File: config.mk
export PLATFORM = sky130hd
export DESIGN_NAME = fan_tacho_speed_meter
export DESIGN_NICKNAME = d
export VERILOG_FILES = /design/src/ftsm_pkg.sv /design/src/fan_tacho_speed_meter.sv /design/src/ftsm_front.sv /design/src/ftsm_queue.sv /design/src/ftsm_divider.sv
export SDC_FILE = /design/constraint.sdc
export NUM_CORES = 1
export LEC_CHECK = 0
export ABC_AREA = 0
export BUFFER_PORTS_ARGS = -buffer_cell sky130_fd_sc_hd__buf_4
export CORE_ASPECT_RATIO = 0.75
export CORE_MARGIN = 1
export CORE_UTILIZATION = 45
export CTS_CLUSTER_SIZE = 14
export DETAILED_ROUTE_END_ITERATION = 16
export HOLD_SLACK_MARGIN = 0.05
export PLACE_DENSITY = 0.71
export RECOVER_POWER = 25
export SETUP_SLACK_MARGIN = 0.4
export SLEW_MARGIN = 20
export SYNTH_ARGS = -nofsm -noshare
export SYNTH_HDL_FRONTEND = slang
export SYNTH_SLANG_ARGS = --single-unit
File: constraint.sdc
create_clock -name clk -period 6.96 [get_ports clk]
set_clock_uncertainty 0.05 [all_clocks]
set_input_delay 0.696 -clock clk [delete_from_list [all_inputs] [get_ports clk]]
set_output_delay 0.696 -clock clk [all_outputs]
set_load 0.01 [all_outputs]
File: src/ftsm_pkg.sv
// ----------------------------------------------------------------------------
// ftsm_pkg: shared types and constants of the fan tachometer speed meter
// Edge windows, register map, result limits and divider state codes.
// ----------------------------------------------------------------------------
`default_nettype none

package ftsm_pkg;

  // Field widths fixed by the interface
  localparam int TSTAMP_IN_W = 32;
  localparam int SCALE_W     = 32;
  localparam int SPEED_W     = 16;
  localparam int HIST_W      = 4;
  localparam int WIN_W       = HIST_W + 1;

  // Qualified edge windows, oldest sample in the top bit
  localparam logic [WIN_W-1:0] WIN_RISE = 5'b00111;
  localparam logic [WIN_W-1:0] WIN_FALL = 5'b11000;

  localparam logic [SPEED_W-1:0] SPEED_MAX       = 16'hFFFF;
  localparam logic [SCALE_W-1:0] RPM_SCALE_RESET = 32'd1500000000;

  // Register port: word index taken from paddr[PADDR_W-1]
  localparam int PADDR_W = 3;
  localparam int PDATA_W = 32;
  localparam logic REG_RPM_SCALE = 1'b0;

  // Divider sequencing: one quotient bit per step
  localparam int STEP_W = $clog2(SCALE_W);
  localparam logic [STEP_W-1:0] STEP_LAST = STEP_W'(SCALE_W - 1);

  // Queue between edge tracker and divider
  localparam int QUEUE_DEPTH = 2;

  typedef enum logic [1:0] {
    DIV_IDLE,
    DIV_RUN,
    DIV_DONE
  } div_state_t;

endpackage

`default_nettype wire

File: src/fan_tacho_speed_meter.sv
// ----------------------------------------------------------------------------
// fan_tacho_speed_meter: fan speed from tachometer samples
// Qualifies tachometer edges, averages the rise and fall periods and divides
// the programmed scale by that average to give a saturated speed.
// ----------------------------------------------------------------------------
//
//  channel  | handshake                   | payload
//  ---------+-----------------------------+-------------------------------
//  sample   | sample_valid / sample_stall | tach_level, timestamp
//  result   | result_valid / result_stall | speed_rpm, speed_valid
//  config   | APB write, pready tied high | rpm_scale at byte address 0
//
//  A sample is taken whenever the queue has room; the divider works on one
//  result at a time (a load, 32 restoring steps, a move into the output register).
//  The two-entry queue ahead of the divider and the output register let
//  the sample and result sides stall independently.
//  Synchronous reset clears history, edge times, periods and the queue and
//  loads rpm_scale with 1500000000. No memory clearing pass is needed.
// ----------------------------------------------------------------------------
`default_nettype none

module fan_tacho_speed_meter #(
  parameter int TIMESTAMP_WIDTH = 32
) (
  input  wire logic                           clk,
  input  wire logic                           rst,
  // Sample channel
  input  wire logic                           sample_valid,
  output logic                                sample_stall,
  input  wire logic                           tach_level,
  input  wire logic [ftsm_pkg::TSTAMP_IN_W-1:0] timestamp,
  // Result channel
  output logic                                result_valid,
  input  wire logic                           result_stall,
  output logic [ftsm_pkg::SPEED_W-1:0]        speed_rpm,
  output logic                                speed_valid,
  // Register port
  input  wire logic                           psel,
  input  wire logic                           penable,
  input  wire logic                           pwrite,
  input  wire logic [ftsm_pkg::PADDR_W-1:0]   paddr,
  input  wire logic [ftsm_pkg::PDATA_W-1:0]   pwdata,
  output logic [ftsm_pkg::PDATA_W-1:0]        prdata,
  output logic                                pready
);

  logic [ftsm_pkg::SCALE_W-1:0] rpm_scale;
  logic                         reg_sel;
  logic                         reg_write;

  logic                         q_push;
  logic [TIMESTAMP_WIDTH-1:0]   q_push_avg;
  logic                         q_full;
  logic                         q_pop;
  logic [TIMESTAMP_WIDTH-1:0]   q_pop_avg;
  logic                         q_not_empty;

  // Register port; low address bits select a byte lane and are ignored
  assign pready    = 1'b1;
  assign reg_sel   = (paddr[ftsm_pkg::PADDR_W-1] == ftsm_pkg::REG_RPM_SCALE);
  assign reg_write = psel && penable && pwrite && pready;
  assign prdata    = reg_sel ? ftsm_pkg::PDATA_W'(rpm_scale) : '0;

  always_ff @(posedge clk) begin
    if (rst) begin
      rpm_scale <= ftsm_pkg::RPM_SCALE_RESET;
    end else if (reg_write && reg_sel) begin
      rpm_scale <= pwdata[ftsm_pkg::SCALE_W-1:0];
    end
  end

  // Edge tracker
  ftsm_front #(
    .TS_W (TIMESTAMP_WIDTH)
  ) u_front (
    .clk          (clk),
    .rst          (rst),
    .sample_valid (sample_valid),
    .sample_stall (sample_stall),
    .tach_level   (tach_level),
    .timestamp    (timestamp),
    .push         (q_push),
    .push_avg     (q_push_avg),
    .full         (q_full)
  );

  // Averaged period queue
  ftsm_queue #(
    .W (TIMESTAMP_WIDTH)
  ) u_queue (
    .clk       (clk),
    .rst       (rst),
    .push      (q_push),
    .push_data (q_push_avg),
    .full      (q_full),
    .pop       (q_pop),
    .pop_data  (q_pop_avg),
    .not_empty (q_not_empty)
  );

  // Divider and result register
  ftsm_divider #(
    .TS_W (TIMESTAMP_WIDTH)
  ) u_divider (
    .clk          (clk),
    .rst          (rst),
    .q_valid      (q_not_empty),
    .q_avg        (q_pop_avg),
    .q_pop        (q_pop),
    .rpm_scale    (rpm_scale),
    .result_valid (result_valid),
    .result_stall (result_stall),
    .speed_rpm    (speed_rpm),
    .speed_valid  (speed_valid)
  );

endmodule

`default_nettype wire

File: src/ftsm_front.sv
// ----------------------------------------------------------------------------
// ftsm_front: edge tracker
// Keeps the sample history, qualifies rising and falling edges, tracks both
// periods and pushes the averaged period into the queue per transfer.
// ----------------------------------------------------------------------------
`default_nettype none

module ftsm_front #(
  parameter int TS_W = 32
) (
  input  wire logic                           clk,
  input  wire logic                           rst,
  input  wire logic                           sample_valid,
  output logic                                sample_stall,
  input  wire logic                           tach_level,
  input  wire logic [ftsm_pkg::TSTAMP_IN_W-1:0] timestamp,
  output logic                                push,
  output logic [TS_W-1:0]                     push_avg,
  input  wire logic                           full
);

  logic [ftsm_pkg::HIST_W-1:0] history;
  logic [TS_W-1:0]             last_rise_time;
  logic [TS_W-1:0]             rise_period;
  logic [TS_W-1:0]             last_fall_time;
  logic [TS_W-1:0]             fall_period;

  logic [ftsm_pkg::WIN_W-1:0]  window;
  logic [TS_W-1:0]             ts;
  logic                        rise_hit;
  logic                        fall_hit;
  logic [TS_W-1:0]             rise_period_next;
  logic [TS_W-1:0]             fall_period_next;
  logic                        accept;

  // Transfer handshake: only the queue can hold us off
  assign sample_stall = full;
  assign accept       = sample_valid && !full;
  assign push         = accept;

  // Edge qualification
  assign ts       = TS_W'(timestamp);
  assign window   = {history, tach_level};
  assign rise_hit = (window == ftsm_pkg::WIN_RISE);
  assign fall_hit = (window == ftsm_pkg::WIN_FALL);

  assign rise_period_next = rise_hit ? (ts - last_rise_time) : rise_period;
  assign fall_period_next = fall_hit ? (ts - last_fall_time) : fall_period;

  // Floor of the half sum, without a carry out
  assign push_avg = (rise_period_next >> 1) + (fall_period_next >> 1)
                  + TS_W'(rise_period_next[0] & fall_period_next[0]);

  // Edge state
  always_ff @(posedge clk) begin
    if (rst) begin
      history        <= '0;
      last_rise_time <= '0;
      rise_period    <= '0;
      last_fall_time <= '0;
      fall_period    <= '0;
    end else if (accept) begin
      history     <= window[ftsm_pkg::HIST_W-1:0];
      rise_period <= rise_period_next;
      fall_period <= fall_period_next;
      if (rise_hit) begin
        last_rise_time <= ts;
      end
      if (fall_hit) begin
        last_fall_time <= ts;
      end
    end
  end

endmodule

`default_nettype wire

File: src/ftsm_queue.sv
// ----------------------------------------------------------------------------
// ftsm_queue: short FIFO between edge tracker and divider
// Holds averaged periods so each side can stall on its own.
// ----------------------------------------------------------------------------
`default_nettype none

module ftsm_queue #(
  parameter int W = 32
) (
  input  wire logic         clk,
  input  wire logic         rst,
  input  wire logic         push,
  input  wire logic [W-1:0] push_data,
  output logic              full,
  input  wire logic         pop,
  output logic [W-1:0]      pop_data,
  output logic              not_empty
);

  localparam int PTR_W = (ftsm_pkg::QUEUE_DEPTH > 1) ? $clog2(ftsm_pkg::QUEUE_DEPTH) : 1;
  localparam int CNT_W = $clog2(ftsm_pkg::QUEUE_DEPTH + 1);
  localparam logic [CNT_W-1:0] CNT_FULL = CNT_W'(ftsm_pkg::QUEUE_DEPTH);
  localparam logic [PTR_W-1:0] PTR_LAST = PTR_W'(ftsm_pkg::QUEUE_DEPTH - 1);

  logic [W-1:0]     entries [ftsm_pkg::QUEUE_DEPTH];
  logic [PTR_W-1:0] wr_ptr;
  logic [PTR_W-1:0] rd_ptr;
  logic [CNT_W-1:0] count;
  logic             do_push;
  logic             do_pop;

  assign full      = (count == CNT_FULL);
  assign not_empty = (count != '0);
  assign do_push   = push && !full;
  assign do_pop    = pop && not_empty;
  assign pop_data  = entries[rd_ptr];

  // Pointers and fill count
  always_ff @(posedge clk) begin
    if (rst) begin
      wr_ptr <= '0;
      rd_ptr <= '0;
      count  <= '0;
    end else begin
      if (do_push) begin
        wr_ptr <= (wr_ptr == PTR_LAST) ? '0 : wr_ptr + 1'b1;
      end
      if (do_pop) begin
        rd_ptr <= (rd_ptr == PTR_LAST) ? '0 : rd_ptr + 1'b1;
      end
      if (do_push && !do_pop) begin
        count <= count + 1'b1;
      end else if (do_pop && !do_push) begin
        count <= count - 1'b1;
      end
    end
  end

  // Storage
  always_ff @(posedge clk) begin
    if (do_push) begin
      entries[wr_ptr] <= push_data;
    end
  end

endmodule

`default_nettype wire

File: src/ftsm_divider.sv
// ----------------------------------------------------------------------------
// ftsm_divider: speed computation
// Restoring divider, one quotient bit per cycle, then saturation and the
// result output register.
// ----------------------------------------------------------------------------
`default_nettype none

module ftsm_divider #(
  parameter int TS_W = 32
) (
  input  wire logic                          clk,
  input  wire logic                          rst,
  input  wire logic                          q_valid,
  input  wire logic [TS_W-1:0]               q_avg,
  output logic                               q_pop,
  input  wire logic [ftsm_pkg::SCALE_W-1:0]  rpm_scale,
  output logic                               result_valid,
  input  wire logic                          result_stall,
  output logic [ftsm_pkg::SPEED_W-1:0]       speed_rpm,
  output logic                               speed_valid
);

  ftsm_pkg::div_state_t state;
  ftsm_pkg::div_state_t state_next;

  logic [ftsm_pkg::SCALE_W-1:0] dvd;       // dividend in, quotient out
  logic [TS_W-1:0]              rem;
  logic [TS_W-1:0]              divisor;
  logic                         div_zero;
  logic [ftsm_pkg::STEP_W-1:0]  step;

  logic [TS_W:0]                rem_shift;
  logic [TS_W:0]                rem_sub;
  logic                         ge;
  logic [TS_W-1:0]              rem_next;
  logic                         out_free;
  logic                         load_out;
  logic                         start;
  logic [ftsm_pkg::SPEED_W-1:0] speed_next;

  // One restoring step
  assign rem_shift = {rem, dvd[ftsm_pkg::SCALE_W-1]};
  assign ge        = (rem_shift >= {1'b0, divisor});
  assign rem_sub   = rem_shift - {1'b0, divisor};
  assign rem_next  = ge ? rem_sub[TS_W-1:0] : rem_shift[TS_W-1:0];

  // Saturated quotient, zero when there is no period
  always_comb begin
    if (div_zero) begin
      speed_next = '0;
    end else if (|dvd[ftsm_pkg::SCALE_W-1:ftsm_pkg::SPEED_W]) begin
      speed_next = ftsm_pkg::SPEED_MAX;
    end else begin
      speed_next = dvd[ftsm_pkg::SPEED_W-1:0];
    end
  end

  assign out_free = !result_valid || !result_stall;

  // State register
  always_ff @(posedge clk) begin
    if (rst) begin
      state <= ftsm_pkg::DIV_IDLE;
    end else begin
      state <= state_next;
    end
  end

  // Next state and control
  always_comb begin
    state_next = state;
    start      = 1'b0;
    load_out   = 1'b0;
    unique case (state)
      ftsm_pkg::DIV_IDLE: begin
        if (q_valid) begin
          start      = 1'b1;
          state_next = ftsm_pkg::DIV_RUN;
        end
      end
      ftsm_pkg::DIV_RUN: begin
        if (step == ftsm_pkg::STEP_LAST) begin
          state_next = ftsm_pkg::DIV_DONE;
        end
      end
      ftsm_pkg::DIV_DONE: begin
        if (out_free) begin
          load_out   = 1'b1;
          state_next = ftsm_pkg::DIV_IDLE;
        end
      end
      default: begin
        state_next = ftsm_pkg::DIV_IDLE;
      end
    endcase
  end

  assign q_pop = start;

  // Divider datapath
  always_ff @(posedge clk) begin
    if (start) begin
      dvd      <= rpm_scale;
      rem      <= '0;
      divisor  <= q_avg;
      div_zero <= (q_avg == '0);
      step     <= '0;
    end else if (state == ftsm_pkg::DIV_RUN) begin
      dvd  <= {dvd[ftsm_pkg::SCALE_W-2:0], ge};
      rem  <= rem_next;
      step <= step + 1'b1;
    end
  end

  // Result output register
  always_ff @(posedge clk) begin
    if (rst) begin
      result_valid <= 1'b0;
    end else if (load_out) begin
      result_valid <= 1'b1;
    end else if (!result_stall) begin
      result_valid <= 1'b0;
    end
  end

  always_ff @(posedge clk) begin
    if (load_out) begin
      speed_rpm   <= speed_next;
      speed_valid <= !div_zero;
    end
  end

  // Last quotient bit always leads to the done state
  a_run_ends: assert property (@(posedge clk) disable iff (rst)
    (state == ftsm_pkg::DIV_RUN && step == ftsm_pkg::STEP_LAST)
      |=> (state == ftsm_pkg::DIV_DONE))
    else $error("divider did not finish after last step");

  // A result with no period reads as zero speed
  a_zero_speed: assert property (@(posedge clk) disable iff (rst)
    (result_valid && !speed_valid) |-> (speed_rpm == '0))
    else $error("invalid speed result is not zero");

  // Loading the output register presents a result and frees the divider
  a_load_out: assert property (@(posedge clk) disable iff (rst)
    load_out |=> (result_valid && state == ftsm_pkg::DIV_IDLE))
    else $error("result load did not take effect");

  // Queue is popped only when the divider is free
  a_pop_idle: assert property (@(posedge clk) disable iff (rst)
    q_pop |-> (state == ftsm_pkg::DIV_IDLE && q_valid))
    else $error("queue popped while divider busy");

endmodule

`default_nettype wire

==> metrics, run 1 <==
status=complete, but fails checks; failing checks=capacitance limit, slew limit; FF+latch count, synth=355; Core Util, Final=0.5154; yosys warns=0; Die Ht=187.0 um; largest net degree at the start of global routing=105; Cell Pwr Density=293.6 nW/um2; max_slew headroom=-2.163; design area=23110 um2; layout cells sized above 1=0.1010; Netlist Area Pre-Place=20530 um2; Req. time, crit path=7.19 ns; net switching power=0.002259 W; Slew Viols, Final=209; Initial DRT Pass Iterations=6; initial antenna violation count=0; final layout net count=2691; Iter 0 DRT Violations=1245; Adder-Cell Fraction of Synth Area=0.08168; Leakage=9.244 nW; Hold Crit Class=in -> reg; Sw Ratio=0.3328; die area=46480 um2; CTS Buf Count=39; Via Count=17130; Clk pwr share=0.302; setup repair bufs after CTS=0; fin crit share=0.8388; vias in the first global route=16480; combinational share of power=0.283; hold buffer count at cts=0; Placer Congestion=0.8945; clock sinks=355; Synth cell types=98; Via density=5.523; Worst VDD drop=0.2497 mV; DP HPWL=35560 um; final wirelength=50640 um; Top Ports=127; clock buffer depth=3; critical path's largest stage delay=0.63 ns; CTS tree=yes; Routed Antenna Nets=0; clock root buffer=clkbuf_16; DP Area=21930 um2; Area Growth Syn to Fin=12.61%; xor/xnor share of the synthesized area=0.05285; Setup Viol. Count Final=0; global route overflow=0; mux contribution to synthesized area=0.02572; largest family of logic cells by synthesized area=simple AND/OR/NAND/NOR gates; area of the core=44850 um2; Avg Cell Area, Syn=8.510 um2; RSZ-0062 raised after global routing=false; Die Width=248.6 um; Crit path arrival time=6.07 ns; Fmax achieved=171.3 MHz; post-synthesis cell count=2412; post-CTS sizing=0; critical path class=in -> reg; Fin Setup TNS=0 ns; worst skew pair latency=0.55 ns; minimum clock period=5.838 ns; # diodes=0; IO buf count=123; post-synthesis sequential area ratio=0.4174; count of final hold-check violations=0; row cnt=67; CP max stage cell=a2111oi_0; Reg clk slew, reported paths=0.06 ns; Starting Density=0.4577; Syn Nets=2618; DP Worst Slack=0.7328 ns; Flop pwr share=0.415; Compound-Gate Fraction of Synth Area=0.1712; ys async rst share=0; CP Cell Sequence=buf_4, inv_1, ha_1, inv_1, fa_1, a211oi_1, o21ai_1, a211oi_2, o21ai_1, a31o_2, a21o_1, a21oi_1, o21bai_1, a2111oi_0, nor3_1, xor2_1, nand2_1, nand2_1, ha_1, a21oi_1, nor2_1, nor2_1, o311ai_0, or3_1; startpoint class of the critical path=input port; DRC=0; Slew @ Worst Pin=4.744 ns; Max-Cap Viols=3; crit path setup slack, layout=1.122 ns; CP endpoint kind=flop; H-tree depth=2; total track usage=0.2155; first-pass GRT wire length=83090 um; CP Max Fanout=8; Final Power=0.006787 W; number of synthesized flops with an enable pin=146; ys flop type=dfxtp_1; Internal=0.004528 W; WL/cell=16.33 um; post-synthesis simple-gate area fraction=0.2028
==> worst max-delay path, delay by kind of cell <==
kind	cells	cell delay [ns]
xor+xnor	1	0.19
simple gates	6	0.86
buf+inv	3	0.25
fa+ha+maj	3	1.01
compound gates	11	3.04
==> placed cells by master (no fill, tap or decap), types with 11 or more instances in the layout <==
master,synthesis,layout
xor2_1,51,51
dfxtp_1,209,209
a21oi_1,248,248
nand4_1,21,21
clkbuf_16,0,40
a21o_1,53,53
ha_1,126,126
buf_4,1,128
o21ai_0,79,79
xnor2_1,66,66
clkbuf_1,93,27
o21ai_1,13,13
nor2b_1,45,45
a31oi_1,17,16
mux2_1,0,28
nand2_1,616,614
a211oi_1,14,14
edfxtp_1,146,146
nor4_1,15,14
o21bai_1,13,13
nand3_1,34,34
inv_1,133,132
mux2i_1,12,12
and3_1,11,11
nor3_1,16,16
nand3b_1,13,13
o21a_1,17,17
nand2b_1,18,18
nor2_1,129,124
==> flip-flops by register name, summed over array words and instances, names as in the netlist, named ones only <==
signal / cells
rpm_scale: 32
u_divider.div_zero: 1
u_divider.divisor: 32
u_divider.dvd: 32
u_divider.rem: 32
u_divider.result_valid: 1
u_divider.speed_rpm: 16
u_divider.speed_valid: 1
u_divider.state: 2
u_divider.step: 5
u_front.fall_period: 32
u_front.history: 4
u_front.last_fall_time: 32
u_front.last_rise_time: 32
u_front.rise_period: 32
u_queue.count: 2
u_queue.entries: 64
u_queue.rd_ptr: 1
u_queue.wr_ptr: 1
==> through the flow <==
| stage | hold WS, ns | cells |
|---|---|---|
| 2_1_floorplan | 0.3787 | 2412 |
| 5_1_grt | 0.2977 | 3102 |
| 3_5_place_dp | 0.3905 | 3030 |
| 4_1_cts | 0.2928 | 3102 |
| 6_report | 0.3076 | 3102 |
| 3_3_place_gp | 0.3868 | 3029 |
==> final timing paths <==
kind / end / from / slack (ns) / cells after the start
worst max-delay path: u_queue.entries[0][30]$_DFFE_PP_ / timestamp[0] / 1.12 / 24
worst min-delay path: rpm_scale[8]$_SDFFE_PP1P_ / pwdata[8] / 0.31 / 3
worst max register to register: u_queue.entries[0][30]$_DFFE_PP_ / u_front.last_fall_time[0]$_SDFFE_PP0P_ / 1.14 / 22
worst min register to register: u_front.fall_period[21]$_SDFFE_PP0P_ / u_front.fall_period[21]$_SDFFE_PP0P_ / 0.40 / 2
==> cells in the mapped netlist, drive strengths merged (22+ instances only) <==
library cell / n / share of area
o21ai: 92 / 0.022
a21oi: 249 / 0.061
mux2: 35 / 0.019
edfxtp: 146 / 0.21
inv: 133 / 0.024
clkbuf: 95 / 0.018
nand2: 618 / 0.11
nand4: 22 / 0.0070
xnor2: 67 / 0.030
xor2: 53 / 0.023
ha: 126 / 0.077
nor2: 130 / 0.024
nand3: 35 / 0.0088
a21o: 57 / 0.021
nor2b: 45 / 0.014
dfxtp: 209 / 0.20
==> power by group through the flow <==
stage | sequential, W | combinational, W | clock [W]
after floorplan | 0.00278 | 0.00145 | 0
after global placement | 0.00283 | 0.00185 | 0
after detailed placement | 0.00285 | 0.00193 | 0
after CTS | 0.00281 | 0.00194 | 0.00210
after global routing | 0.00286 | 0.00215 | 0.00218
final | 0.00281 | 0.00192 | 0.00205
==> cell type report <==
type,instances,area (um2)
fillers,4145,21730
multi-input cells,1811,11020
flip-flops and latches,355,8568
clock buffers,59,1142
repair buffers,144,1045
well taps,586,733.2
inverters,134,503.0
clock inverters,13,105.1
==> per-layer routing <==
metal  wire length (um)  track usage  part of all wire  vias up
li1                   -            -                 -     8456
met1              24230       0.3059              0.48     8184
met2              22810       0.3466              0.45      415
met3               2758      0.03312             0.054       76
met4                836      0.04563             0.017        0
met5                  0            0                 0        -
==> cells by family after synthesis <==
group | after synthesis
mux | 48
buf+inv | 246
xor+xnor | 120
simple gates | 959
fa+ha+maj | 131
other cells | 1
compound gates | 552
flops | 355
Power figures use the tool's default switching activity.
==> inputs of run 2 (changes only) <==
==> constraint.sdc (replaced) <==
create_clock -name clk -period 5.8 [get_ports clk]
set_clock_uncertainty 0.05 [all_clocks]
set_input_delay 0.58 -clock clk [delete_from_list [all_inputs] [get_ports clk]]
set_output_delay 0.58 -clock clk [all_outputs]
set_load 0.01 [all_outputs]
==> metrics, run 2 (synthesis results as in run 1) <==
Slew Viols, Final=209; Via density=5.490; max reg flops=64; Leakage=9.382 nW; final layout net count=2717; fin crit share=0.8972; worst skew pair latency=0.55 ns; Fin Setup TNS=0 ns; vias in the first global route=16630; failing checks=capacitance limit, slew limit; Worst VDD drop=0.2531 mV; initial antenna violation count=0; Hold Crit Class=in -> reg; startpoint class of the critical path=flop; Non-Filler Instances=3127; DRC=0; Layout fillers=4130; Top Ports=127; Req. time, crit path=6.02 ns; Iter 0 DRT Violations=1192; reg2reg setup slack=0.60 ns; Starting Density=0.4577; Slew @ Worst Pin=4.704 ns; Placer Congestion=0.9187; count of final hold-check violations=0; placed insts=3054; R2R Path Start=u_front.last_fall_time[0]$_SDFFE_PP0P_; min-delay src=pwdata[10]; first-pass GRT wire length=83370 um; CP Max Fanout=5; Routed Antenna Nets=0; total track usage=0.2166; die area=46480 um2; largest net degree at the start of global routing=104; Crit path arrival time=5.42 ns; largest reg by FF count=u_queue.entries; Via Count=17170; DP HPWL=36000 um; row cnt=67; most frequent cells in the layout=614 x nand2_1, 245 x a21oi_1, 209 x dfxtp_1; minimum clock period=5.204 ns; commonest non-fill, non-tap cell in the layout=nand2_1; final wirelength=51170 um; CTS tree=yes; Die Width=248.6 um; Area Growth Syn to Fin=14.03%; Reg clk slew, reported paths=0.06 ns; WL/cell=16.36 um; # diodes=0; Setup Viol. Count Final=0; Cell Pwr Density=351.7 nW/um2; Max-Cap Viols=3; clock buffer depth=3; status=complete, but fails checks; RSZ-0062 raised after global routing=true; area of the core=44850 um2; IO buf count=123; Worst Setup SP=u_front.last_fall_time[0]$_SDFFE_PP0P_; critical path class=reg -> reg; global route overflow=0; CP endpoint kind=flop; Die Ht=187.0 um; H-tree depth=2; Fmax achieved=192.2 MHz; layout cells sized above 1=0.1126; Initial DRT Pass Iterations=5; CTS Buf Count=39; clock root buffer=clkbuf_16; clock sinks=355; max_slew headroom=-2.136
## run 2: changes by cell type in the layout (fill, tap and decap cells not counted), sizes merged
cell	change
clkinvlp	+5
inv	-1
clkinv	-2
clkbuf	+2
buf	+19
bufinv	+2
## run 2: timing repair
action                                  4_1_cts  5_1_grt
endpoints found under the hold margin         0        0
gates resized for setup                       0       18
endpoints found under the setup margin        0       16
hold buffers                                  0        0
setup buffers                                 0        1
## run 2: worst max-delay path, stage by stage (launching register included)
cell and delay (ns):
dfxtp_1 0.34, ha_1 0.19, inv_1 0.06, fa_1 0.46, a211oi_2 0.29, o21ai_1 0.16
a211oi_2 0.24, buf_4 0.17, o21ai_1 0.11, a31o_2 0.28, a21o_1 0.19, a21oi_2 0.18
o21bai_1 0.13, a2111oi_2 0.41, buf_4 0.18, nor3_1 0.05, xor2_1 0.16, nand2_1 0.08
nand2_1 0.05, ha_1 0.35, buf_4 0.16, a21oi_1 0.11, nor2_1 0.05, nor2_1 0.08
o21ai_0 0.07, o21ba_2 0.26, xnor2_1 0.09
## run 2: path summary, 6_finish.rpt
path,to,cells after the start
worst max-delay path,u_queue.entries[1][29]$_DFFE_PP_,26
worst min register to register,u_front.last_fall_time[9]$_SDFFE_PP0P_,2
worst min-delay path,rpm_scale[10]$_SDFFE_PP1P_,3
worst max register to register,u_queue.entries[1][29]$_DFFE_PP_,26
## run 2: layer usage
metal / vias up / wire length [um] / share of wire / global-route usage
met3: 74 / 2762 / 0.054 / 0.02686
li1: 8489 / - / - / -
met4: 0 / 1078 / 0.021 / 0.06020
met1: 8196 / 24630 / 0.48 / 0.3096
met2: 408 / 22700 / 0.44 / 0.3441
met5: - / 0 / 0 / 0
## run 2: power by group
part           internal (W)  switching, W
logic              0.000867       0.00146
clock network       0.00148       0.00105
registers           0.00317      0.000211
## run 2: cell type report
type	instances	area, um2	share of cell area
multi-input cells	1811	11080	0.4735
flip-flops and latches	355	8568	0.3661
repair buffers	170	1226	0.05239
clock buffers	54	1105	0.04720
well taps	586	733.2	0.03133
inverters	134	503.0	0.02149
clock inverters	17	188.9	0.008072
## run 2: metrics by stage
step	area (um2)	worst slack [ns]	hold WS, ns	power (W)	util
finish	23410	0.5960	0.2059	0.008232	0.5219
global route	23410	0.2326	0.1948	0.008711	0.5219
CTS	23390	0.4145	0.1843	0.008301	0.5216
detailed placement	22100	0.006255	0.3926	0.005733	0.4928
global placement	22100	0.05620	0.3867	0.005640	0.4928
floorplan	20530	0.5740	0.3787	0.005073	-
